File: src/hw/rtl/pts_pkg.sv
// Shared types, constants and byte-class functions of the text pre-tokenizer.
`timescale 1ns / 1ps
`default_nettype none

package pts_pkg;

  localparam int LookaheadDepth = 16;
  localparam int IdxW           = $clog2(LookaheadDepth);
  localparam int CountW         = $clog2(LookaheadDepth + 1);

  localparam int StartLen = 15;
  localparam int EndLen   = 13;
  localparam int EmitW    = 4;

  // Special words, already in lower case.
  localparam logic [7:0] WordStart [StartLen] = '{
    8'h3C, 8'h7C, 8'h73, 8'h74, 8'h61, 8'h72, 8'h74, 8'h6F,
    8'h66, 8'h74, 8'h65, 8'h78, 8'h74, 8'h7C, 8'h3E
  };
  localparam logic [7:0] WordEnd [EndLen] = '{
    8'h3C, 8'h7C, 8'h65, 8'h6E, 8'h64, 8'h6F, 8'h66, 8'h74,
    8'h65, 8'h78, 8'h74, 8'h7C, 8'h3E
  };

  localparam logic [7:0] CharApos = 8'h27;
  localparam logic [7:0] CharS    = 8'h73;
  localparam logic [7:0] CharT    = 8'h74;
  localparam logic [7:0] CharM    = 8'h6D;
  localparam logic [7:0] CharD    = 8'h64;
  localparam logic [7:0] CharR    = 8'h72;
  localparam logic [7:0] CharV    = 8'h76;
  localparam logic [7:0] CharL    = 8'h6C;
  localparam logic [7:0] CharE    = 8'h65;

  typedef enum logic [1:0] {
    RC_NONE   = 2'd0,
    RC_LETTER = 2'd1,
    RC_OTHER  = 2'd2
  } run_class_e;

  typedef struct packed {
    logic load;
    logic step;
    logic flush;
  } pts_cmd_t;

  typedef struct packed {
    logic put;
    logic done;
    logic hold_valid;
    logic out_free;
  } pts_status_t;

  function automatic logic is_ws(input logic [7:0] c);
    return (c == 8'h20) || (c == 8'h09) || (c == 8'h0A) ||
           (c == 8'h0D) || (c == 8'h0C) || (c == 8'h0B);
  endfunction

  function automatic logic is_letter(input logic [7:0] c);
    return ((c >= 8'h61) && (c <= 8'h7A)) || ((c >= 8'h41) && (c <= 8'h5A)) || c[7];
  endfunction

  function automatic logic is_digit(input logic [7:0] c);
    return (c >= 8'h30) && (c <= 8'h39);
  endfunction

  function automatic logic [7:0] to_lower(input logic [7:0] c);
    return ((c >= 8'h41) && (c <= 8'h5A)) ? (c + 8'h20) : c;
  endfunction

endpackage

`default_nettype wire

File: src/hw/rtl/pts_ctrl.sv
// Controller of the text pre-tokenizer: sequences load, settle steps and the final flush.
`timescale 1ns / 1ps
`default_nettype none

module pts_ctrl (
  input  wire                       clk_i,
  input  wire                       rst_ni,
  input  wire                       s_valid_i,
  output logic                      s_ready_o,
  input  wire pts_pkg::pts_status_t status_i,
  output pts_pkg::pts_cmd_t         cmd_o
);

  typedef enum logic [1:0] {
    S_IDLE   = 2'b01,
    S_SETTLE = 2'b10
  } state_e;

  state_e state_q, state_d;

  always_comb begin
    state_d = state_q;
    cmd_o   = '0;
    unique case (state_q)
      S_IDLE: begin
        if (s_valid_i) begin
          cmd_o.load = 1'b1;
          state_d    = S_SETTLE;
        end
      end
      S_SETTLE: begin
        if (status_i.done) begin
          // The held result is the last one of this item and leaves with run_last set.
          if (!status_i.hold_valid) begin
            state_d = S_IDLE;
          end else if (status_i.out_free) begin
            cmd_o.flush = 1'b1;
            state_d     = S_IDLE;
          end
        end else if (!(status_i.put && status_i.hold_valid && !status_i.out_free)) begin
          cmd_o.step = 1'b1;
        end
      end
      default: state_d = S_IDLE;
    endcase
  end

  always_ff @(posedge clk_i or negedge rst_ni) begin
    if (!rst_ni) begin
      state_q <= S_IDLE;
    end else begin
      state_q <= state_d;
    end
  end

  assign s_ready_o = (state_q == S_IDLE);

  a_idle_hold_empty: assert property (@(posedge clk_i) disable iff (!rst_ni)
    (state_q == S_IDLE) |-> !status_i.hold_valid)
    else $error("result still held while idle");

  a_flush_ends_item: assert property (@(posedge clk_i) disable iff (!rst_ni)
    cmd_o.flush |=> (state_q == S_IDLE) && !status_i.hold_valid)
    else $error("flush did not end the item");

  a_no_step_when_idle: assert property (@(posedge clk_i) disable iff (!rst_ni)
    (state_q == S_IDLE) |-> !cmd_o.step && !cmd_o.flush)
    else $error("settle command while idle");

endmodule

`default_nettype wire

File: src/hw/rtl/pts_datapath.sv
// Datapath of the text pre-tokenizer: lookahead store, rule decision, held and output results.
`timescale 1ns / 1ps
`default_nettype none

module pts_datapath (
  input  wire                       clk_i,
  input  wire                       rst_ni,
  input  wire  [7:0]                in_byte_i,
  input  wire                       in_end_i,
  input  wire pts_pkg::pts_cmd_t    cmd_i,
  output pts_pkg::pts_status_t      status_o,
  output logic [7:0]                out_byte_o,
  output logic                      out_token_end_o,
  output logic                      out_special_o,
  output logic                      out_text_done_o,
  output logic                      out_run_last_o,
  output logic                      out_valid_o,
  input  wire                       out_ready_i
);

  typedef enum logic [1:0] {
    A_DONE   = 2'd0,
    A_PUT    = 2'd1,
    A_SET_RC = 2'd2,
    A_EMIT   = 2'd3
  } action_e;

  // Lookahead store and its fill count.
  logic [7:0]                  store_q [pts_pkg::LookaheadDepth];
  logic [pts_pkg::CountW-1:0]  cnt_q, cnt_d;
  pts_pkg::run_class_e         rc_q, rc_d;
  logic [pts_pkg::EmitW-1:0]   emit_cnt_q, emit_cnt_d;
  logic                        emit_sp_q;
  logic                        closed_q;
  logic                        last_q;

  // Result waiting until it is known whether it is the last of the item.
  logic                        hold_valid_q, hold_valid_d;
  logic [7:0]                  hold_byte_q;
  logic                        hold_end_q;
  logic                        hold_sp_q;

  logic                        out_valid_q, out_valid_d;
  logic                        out_free;

  // Decision outputs.
  action_e                     act;
  logic                        put_end;
  logic                        put_sp;
  pts_pkg::run_class_e         rc_new;
  logic [pts_pkg::EmitW-1:0]   emit_k;
  logic                        emit_sp_new;

  logic [7:0]                  s0, s1, s2;
  logic [pts_pkg::StartLen-1:0] ok_start;
  logic [pts_pkg::EndLen-1:0]   ok_end;
  logic                        start_full, start_pend, end_full, end_pend;
  logic                        fits;
  logic                        apos_wait;
  logic [pts_pkg::EmitW-1:0]   apos_k;
  logic                        in_ws;
  logic                        do_put;

  assign s0 = store_q[0];
  assign s1 = store_q[1];
  assign s2 = store_q[2];

  // Entries at or beyond the fill count do not take part in a word match.
  always_comb begin
    for (int i = 0; i < pts_pkg::StartLen; i++) begin
      ok_start[i] = (store_q[i] == pts_pkg::WordStart[i]) ||
                    (pts_pkg::CountW'(i) >= cnt_q);
    end
    for (int i = 0; i < pts_pkg::EndLen; i++) begin
      ok_end[i] = (store_q[i] == pts_pkg::WordEnd[i]) ||
                  (pts_pkg::CountW'(i) >= cnt_q);
    end
  end

  assign start_full = (&ok_start) && (cnt_q >= pts_pkg::CountW'(pts_pkg::StartLen));
  assign start_pend = (&ok_start) && (cnt_q <  pts_pkg::CountW'(pts_pkg::StartLen));
  assign end_full   = (&ok_end)   && (cnt_q >= pts_pkg::CountW'(pts_pkg::EndLen));
  assign end_pend   = (&ok_end)   && (cnt_q <  pts_pkg::CountW'(pts_pkg::EndLen));

  assign fits = (rc_q == pts_pkg::RC_LETTER) ? pts_pkg::is_letter(s1) :
                (!pts_pkg::is_letter(s1) && !pts_pkg::is_digit(s1));

  // Contraction check on an apostrophe at the head of the store.
  always_comb begin
    apos_wait = 1'b0;
    apos_k    = '0;
    if (cnt_q >= pts_pkg::CountW'(2)) begin
      if ((s1 == pts_pkg::CharS) || (s1 == pts_pkg::CharT) ||
          (s1 == pts_pkg::CharM) || (s1 == pts_pkg::CharD)) begin
        apos_k = pts_pkg::EmitW'(2);
      end else if ((s1 == pts_pkg::CharR) || (s1 == pts_pkg::CharV) ||
                   (s1 == pts_pkg::CharL)) begin
        if (cnt_q >= pts_pkg::CountW'(3)) begin
          if (((s1 == pts_pkg::CharL) && (s2 == pts_pkg::CharL)) ||
              ((s1 != pts_pkg::CharL) && (s2 == pts_pkg::CharE))) begin
            apos_k = pts_pkg::EmitW'(3);
          end
        end else if (!closed_q) begin
          apos_wait = 1'b1;
        end
      end
    end else if (!closed_q) begin
      apos_wait = 1'b1;
    end
  end

  // One rule step of the settle loop per cycle, unless a stalled output holds the step back.
  always_comb begin
    act         = A_DONE;
    put_end     = 1'b0;
    put_sp      = 1'b0;
    rc_new      = rc_q;
    emit_k      = '0;
    emit_sp_new = 1'b0;
    priority if (emit_cnt_q != '0) begin
      act     = A_PUT;
      put_end = (emit_cnt_q == pts_pkg::EmitW'(1));
      put_sp  = emit_sp_q;
    end else if (rc_q != pts_pkg::RC_NONE) begin
      priority if (cnt_q == '0) begin
        act    = A_SET_RC;
        rc_new = pts_pkg::RC_NONE;
      end else if (cnt_q >= pts_pkg::CountW'(2)) begin
        act     = A_PUT;
        put_end = !fits;
        rc_new  = fits ? rc_q : pts_pkg::RC_NONE;
      end else if (closed_q) begin
        act     = A_PUT;
        put_end = 1'b1;
        rc_new  = pts_pkg::RC_NONE;
      end else begin
        act = A_DONE;
      end
    end else if (cnt_q == '0) begin
      act = A_DONE;
    end else if (start_full) begin
      act         = A_EMIT;
      emit_k      = pts_pkg::EmitW'(pts_pkg::StartLen);
      emit_sp_new = 1'b1;
    end else if (end_full) begin
      act         = A_EMIT;
      emit_k      = pts_pkg::EmitW'(pts_pkg::EndLen);
      emit_sp_new = 1'b1;
    end else if ((start_pend || end_pend) && !closed_q) begin
      act = A_DONE;
    end else if ((s0 == pts_pkg::CharApos) && apos_wait) begin
      act = A_DONE;
    end else if ((s0 == pts_pkg::CharApos) && (apos_k != '0)) begin
      act    = A_EMIT;
      emit_k = apos_k;
    end else if (pts_pkg::is_letter(s0)) begin
      act    = A_SET_RC;
      rc_new = pts_pkg::RC_LETTER;
    end else if (pts_pkg::is_digit(s0)) begin
      act     = A_PUT;
      put_end = 1'b1;
    end else begin
      act    = A_SET_RC;
      rc_new = pts_pkg::RC_OTHER;
    end
  end

  assign in_ws    = pts_pkg::is_ws(in_byte_i);
  assign out_free = !out_valid_q || out_ready_i;
  assign do_put   = cmd_i.step && (act == A_PUT);

  always_comb begin
    cnt_d        = cnt_q;
    rc_d         = rc_q;
    emit_cnt_d   = emit_cnt_q;
    hold_valid_d = hold_valid_q;
    out_valid_d  = out_valid_q && !out_ready_i;
    if (cmd_i.load) begin
      if (!in_ws && (cnt_q < pts_pkg::CountW'(pts_pkg::LookaheadDepth))) begin
        cnt_d = cnt_q + pts_pkg::CountW'(1);
      end
    end else if (cmd_i.step) begin
      unique case (act)
        A_PUT: begin
          cnt_d        = cnt_q - pts_pkg::CountW'(1);
          rc_d         = rc_new;
          hold_valid_d = 1'b1;
          if (emit_cnt_q != '0) begin
            emit_cnt_d = emit_cnt_q - pts_pkg::EmitW'(1);
          end
          if (hold_valid_q) begin
            out_valid_d = 1'b1;
          end
        end
        A_SET_RC: rc_d = rc_new;
        A_EMIT:   emit_cnt_d = emit_k;
        A_DONE:   ;
        default:  ;
      endcase
    end else if (cmd_i.flush) begin
      hold_valid_d = 1'b0;
      out_valid_d  = 1'b1;
    end
  end

  always_ff @(posedge clk_i or negedge rst_ni) begin
    if (!rst_ni) begin
      cnt_q        <= '0;
      rc_q         <= pts_pkg::RC_NONE;
      emit_cnt_q   <= '0;
      hold_valid_q <= 1'b0;
      out_valid_q  <= 1'b0;
    end else begin
      cnt_q        <= cnt_d;
      rc_q         <= rc_d;
      emit_cnt_q   <= emit_cnt_d;
      hold_valid_q <= hold_valid_d;
      out_valid_q  <= out_valid_d;
    end
  end

  // Store: append at the fill count on load of a non-whitespace byte, shift down by one on every result.
  always_ff @(posedge clk_i) begin
    if (cmd_i.load) begin
      if (!in_ws && (cnt_q < pts_pkg::CountW'(pts_pkg::LookaheadDepth))) begin
        store_q[cnt_q[pts_pkg::IdxW-1:0]] <= pts_pkg::to_lower(in_byte_i);
      end
    end else if (do_put) begin
      for (int i = 0; i < pts_pkg::LookaheadDepth - 1; i++) begin
        store_q[i] <= store_q[i+1];
      end
    end
  end

  always_ff @(posedge clk_i) begin
    if (cmd_i.load) begin
      closed_q <= in_ws || in_end_i;
      last_q   <= in_end_i;
    end
    if (cmd_i.step && (act == A_EMIT)) begin
      emit_sp_q <= emit_sp_new;
    end
    if (do_put) begin
      hold_byte_q <= s0;
      hold_end_q  <= put_end;
      hold_sp_q   <= put_sp;
    end
    if ((do_put && hold_valid_q) || cmd_i.flush) begin
      out_byte_o      <= hold_byte_q;
      out_token_end_o <= hold_end_q;
      out_special_o   <= hold_sp_q;
      out_run_last_o  <= cmd_i.flush;
      out_text_done_o <= cmd_i.flush && last_q;
    end
  end

  assign out_valid_o         = out_valid_q;
  assign status_o.put        = (act == A_PUT);
  assign status_o.done       = (act == A_DONE);
  assign status_o.hold_valid = hold_valid_q;
  assign status_o.out_free   = out_free;

  a_store_room_on_load: assert property (@(posedge clk_i) disable iff (!rst_ni)
    cmd_i.load |-> (cnt_q < pts_pkg::CountW'(pts_pkg::LookaheadDepth)))
    else $error("lookahead store full when an item arrived");

  a_emit_within_store: assert property (@(posedge clk_i) disable iff (!rst_ni)
    (emit_cnt_q != '0) |-> (cnt_q >= pts_pkg::CountW'(emit_cnt_q)))
    else $error("token emit runs past the stored bytes");

  a_no_overwrite: assert property (@(posedge clk_i) disable iff (!rst_ni)
    ((do_put && hold_valid_q) || cmd_i.flush) |-> out_free)
    else $error("output register overwritten while stalled");

  a_put_shrinks_store: assert property (@(posedge clk_i) disable iff (!rst_ni)
    do_put |=> (cnt_q == $past(cnt_q) - pts_pkg::CountW'(1)) && hold_valid_q)
    else $error("result step did not consume a stored byte");

endmodule

`default_nettype wire

File: src/hw/rtl/text_pretokenizer_splitter.sv
// Top level of the text pre-tokenizer: splits a byte stream into lowercased pre-tokens.
//
// The text enters on the slave stream, one raw byte per item, with tlast on the
// final byte. Tokens leave on the master stream, one byte per item: tlast marks the
// last byte of a token, tuser flags special words, the end of the text and the last
// result caused by each input item. Whitespace bytes produce no output.
// Each input item is loaded and then settled by steps of the rule sequencer (one step
// per emitted byte and one per run or token decision); a final flush hands over the
// held result, if there is one. A new item is taken only once the previous one is
// settled.
// Each result waits in a holding register until the next result of the same item
// is decided or the item ends, and then moves to the output register.
// An item is taken while the last result of the previous item still waits in the
// output register; a stalled receiver holds the output register and, when a
// further result is due, stops the sequencer until the output is taken.
// After reset the lookahead store is empty, no token is open and the block is
// ready at once.
`timescale 1ns / 1ps
`default_nettype none

module text_pretokenizer_splitter (
  input  wire         clk_i,
  input  wire         rst_ni,
  input  wire         s_axis_tvalid,
  output logic        s_axis_tready,
  input  wire  [7:0]  s_axis_tdata,  // [7:0] text_byte
  input  wire         s_axis_tlast,  // text_end
  output logic        m_axis_tvalid,
  input  wire         m_axis_tready,
  output logic [7:0]  m_axis_tdata,  // [7:0] token_byte
  output logic        m_axis_tlast,  // token_end
  output logic [2:0]  m_axis_tuser   // [0] special_word, [1] text_done, [2] run_last
);

  pts_pkg::pts_cmd_t    cmd;
  pts_pkg::pts_status_t status;

  pts_ctrl u_ctrl (
    .clk_i     (clk_i),
    .rst_ni    (rst_ni),
    .s_valid_i (s_axis_tvalid),
    .s_ready_o (s_axis_tready),
    .status_i  (status),
    .cmd_o     (cmd)
  );

  pts_datapath u_datapath (
    .clk_i           (clk_i),
    .rst_ni          (rst_ni),
    .in_byte_i       (s_axis_tdata),
    .in_end_i        (s_axis_tlast),
    .cmd_i           (cmd),
    .status_o        (status),
    .out_byte_o      (m_axis_tdata),
    .out_token_end_o (m_axis_tlast),
    .out_special_o   (m_axis_tuser[0]),
    .out_text_done_o (m_axis_tuser[1]),
    .out_run_last_o  (m_axis_tuser[2]),
    .out_valid_o     (m_axis_tvalid),
    .out_ready_i     (m_axis_tready)
  );

endmodule

`default_nettype wire
File: config.mk
export PLATFORM = sky130hd
export DESIGN_NAME = text_pretokenizer_splitter
export DESIGN_NICKNAME = d
export VERILOG_FILES = /design/src/hw/rtl/pts_pkg.sv /design/src/hw/rtl/pts_ctrl.sv /design/src/hw/rtl/pts_datapath.sv /design/src/hw/rtl/text_pretokenizer_splitter.sv
export SDC_FILE = /design/constraint.sdc
export NUM_CORES = 1
export LEC_CHECK = 0
export ABC_AREA = 1
export BUFFER_PORTS_ARGS = -buffer_cell sky130_fd_sc_hd__buf_2
export CAP_MARGIN = 20
export CORE_UTILIZATION = 30
export DETAILED_ROUTE_END_ITERATION = 16
export PLACE_DENSITY = 0.46
export SLEW_MARGIN = 10
export SYNTH_ARGS = -nofsm -noshare
export SYNTH_HDL_FRONTEND = slang
export SYNTH_SLANG_ARGS = --single-unit
export TNS_END_PERCENT = 50
File: constraint.sdc
create_clock -name clk_i -period 6.8 [get_ports clk_i]
set_clock_uncertainty 0.15 [all_clocks]
set_input_delay 1.02 -clock clk_i [delete_from_list [all_inputs] [get_ports clk_i]]
set_output_delay 1.02 -clock clk_i [all_outputs]
set_load 0.01 [all_outputs]
==> impl_metrics.json <==
{
  "switching_power_mw": 1.31,
  "proportion_of_layout_cells_with_a_drive_suffix_above_1": 0.0976,
  "setup_viol_count_final": 0,
  "post_synthesis_area_per_instance_um2": 8.77,
  "synth_cell_types": 36,
  "netlist.top_cell.by_area": "edfxtp_1",
  "finalMaxSlewViolations": 0,
  "coreArea_um2": 27800,
  "ys_seq_area_frac": 0.586,
  "swShare": 0.370,
  "antenna_found_initial": 0,
  "ys_ff_latch": 168,
  "ctsRootBufferMaster": "clkbuf_16",
  "cts_tree": "done",
  "routedWlPerCell_um": 15.3,
  "post_cts_hold_buffer_count": 0,
  "ctsResizeCount": 0,
  "timing.slew.headroom": 0.348,
  "ys.warnings.count": 0,
  "worst_path_max_delay_cell": "dfrtp_1",
  "unrepaired_setup_endpoints_after_global_routing": "no",
  "yosys-top-cells-area": "edfxtp_1, nand2_1, inv_1, o21ai_0, dfrtp_1",
  "top_level_ports": 27,
  "cts_h_tree_depth": 4,
  "syn-instance-count": 968,
  "post-route-drc-count": 0,
  "diodes": 0,
  "cp_slowest_stage_delay_ns": 0.48,
  "grt_pass1_wl_um": 33900,
  "drt.antenna.violating_nets": 0,
  "average_via_count_per_standard_cell": 4.57,
  "min-delay-path-class": "reg2reg",
  "synth.net_count": 993,
  "path_class": "reg2reg",
  "leakage_nw": 4.11,
  "cts_inserted_buffers": 17,
  "power_report.internal_total_mw": 2.24,
  "startpoint_type": "register",
  "timing.max_cap.violations": 0,
  "synth-edff-count": 153,
  "core.rowCount": 61,
  "die_w_um": 170,
  "tightestPinTransition_ns": 0.978,
  "powerDensity_nw_per_um2": 368,
  "library_cell_with_the_highest_instance_count_after_synthesis": "nand2_1",
  "critical_path.endpoint_type": "register",
  "crit_path_max_fanout": 30,
  "clock_tree.buffer_depth": 2,
  "share_comb_of_total_power": 0.282,
  "fin_crit_ns": 4.76,
  "mappedNetlistArea_um2": 8490,
  "worstPathRequired_ns": 6.84,
  "die_h_um": 170,
  "tns_ns": 0,
  "pwr-share-clk": 0.270,
  "drt-initial-drc-count": 456,
  "finalHoldViolations": 0,
  "dominantRegCellSynth": "edfxtp_1",
  "grt_max_degree": 81,
  "yosys.area.top_type_share": 0.541,
  "floorplan.initialDensity": 0.306,
  "fin_total_pwr_mw": 3.55,
  "detail_route.wirelength_um": 21200,
  "final_net_count": 1026,
  "final_hpwl_from_detailed_placement_um": 15200,
  "gr-usage-all-layers": 0.155,
  "design.die.area_um2": 29000,
  "outcome": "finished clean",
  "worst_ir_drop_vdd_v": 0.000146,
  "period_share": 0.700,
  "first_global_vias": 6273,
  "yosys-top-cells-count": "nand2_1, edfxtp_1, inv_1, nor2_1, o21ai_0",
  "numClockSinks": 168,
  "clk_latency_ns": 0.43,
  "synthArstFlopShare": 0.0893,
  "firstDrtPassIters": 5,
  "area_growth_pct": 13.5,
  "gp_routability_congestion": 0.879,
  "globalRoute.totalOverflow": 0,
  "dr_total_vias": 6361,
  "power.share.sequential": 0.448,
  "final.hold.worst_slack_ns": 0.270,
  "fmax_mhz": 210,
  "path_common_cell": "nand2_1",
  "placement.io_buffers": 26,
  "cts.reportedPaths.clkPinSlew_ns": 0.07,
  "final.fill_count": 2970,
  "worst-r2r-setup-slack_ns": 2.04,
  "worstPathArrival_ns": 4.80,
  "post_cts.repair.setup_buffers": 0
}
## metal layers
layer / vias up / wire (µm) / track usage
met5: - / 0 / 0
met4: 0 / 238 / 0.0396
met3: 16 / 622 / 0.0270
met2: 116 / 10800 / 0.278
met1: 3014 / 9560 / 0.192
li1: 3215 / - / -
## worst paths after layout
kind                                            from                       end  depth (start not counted)
max in group asynchronous                     rst_ni         u_ctrl.state_q[0]                          1
setup reg to reg                 u_datapath.cnt_q[1]  u_datapath.store_q[3][3]                         28
min in group asynchronous                     rst_ni        u_datapath.rc_q[0]                          1
hold reg to reg            u_datapath.hold_byte_q[4]  u_datapath.out_byte_o[4]                          0
setup / recovery                 u_datapath.cnt_q[1]  u_datapath.store_q[3][3]                         28
hold / removal             u_datapath.hold_byte_q[4]  u_datapath.out_byte_o[4]                          0
## logic make-up (layout without fill, tap and decap cells)
kind of cell	count (synthesis)	in the layout	share of synthesized area
compound gates	106	106	0.0683
xor+xnor	6	6	0.00619
fa+ha+maj	12	12	0.0177
buf+inv	152	198	0.0715
flops	168	168	0.586
simple gates	524	524	0.251
## flip-flops by register name, indices dropped and copies added, names as in the netlist, 2 cells and up
signal / flops
u_datapath.hold_byte_q: 8
u_datapath.rc_q: 2
u_datapath.emit_cnt_q: 4
u_datapath.cnt_q: 5
u_datapath.store_q: 128
u_datapath.out_byte_o: 8
u_ctrl.state_q: 2
## worst max-delay path, delay by kind of cell (launching register included)
family,cells,cell delay [ns]
AOI/OAI and AO/OA,1,0.24
adders and majority gates,2,0.52
buffers and inverters,8,1.68
DFF,1,0.48
and+or+nand+nor,17,1.41
## cell usage in the layout, fill, tap and decap left out, types with 9 or more instances in the layout
cell type	count
a21oi_1	10
buf_2	29
buf_4	13
clkbuf_16	17
dfrtp_1	14
edfxtp_1	153
ha_1	12
inv_1	117
nand2_1	357
nand3_1	34
nand4_1	9
nor2_1	85
nor3_1	20
o21ai_0	75
## final cells by class
| type | instances | area, µm² | area share |
|---|---|---|---|
| repair buffers | 42 | 243 | 0.0252 |
| multi-input cells | 648 | 2920 | 0.303 |
| clock inverters | 15 | 140 | 0.0145 |
| well taps | 378 | 473 | 0.0491 |
| inverters | 124 | 468 | 0.0486 |
| flip-flops and latches | 168 | 4970 | 0.516 |
| clock buffers | 17 | 425 | 0.0442 |
## power by group through the flow
stage	clock, mW	combinational (mW)	sequential, mW
detailed placement	0	1.01	1.61
CTS	0.976	1.01	1.59
global placement	0	1.00	1.61
finish	0.957	1.00	1.59
floorplan	0	0.699	1.57
global route	1.01	1.15	1.62
## per-stage QoR
stage,worst slack [ns],instances,area [µm²],utilization
global placement,1.99,1357,9050,0.326
floorplan,2.66,968,8490,-
finish,2.04,1392,9640,0.347
global route,1.59,1392,9640,0.347
CTS,1.94,1391,9630,0.346
detailed placement,1.96,1359,9060,0.326
Power figures use the tool's default switching activity.
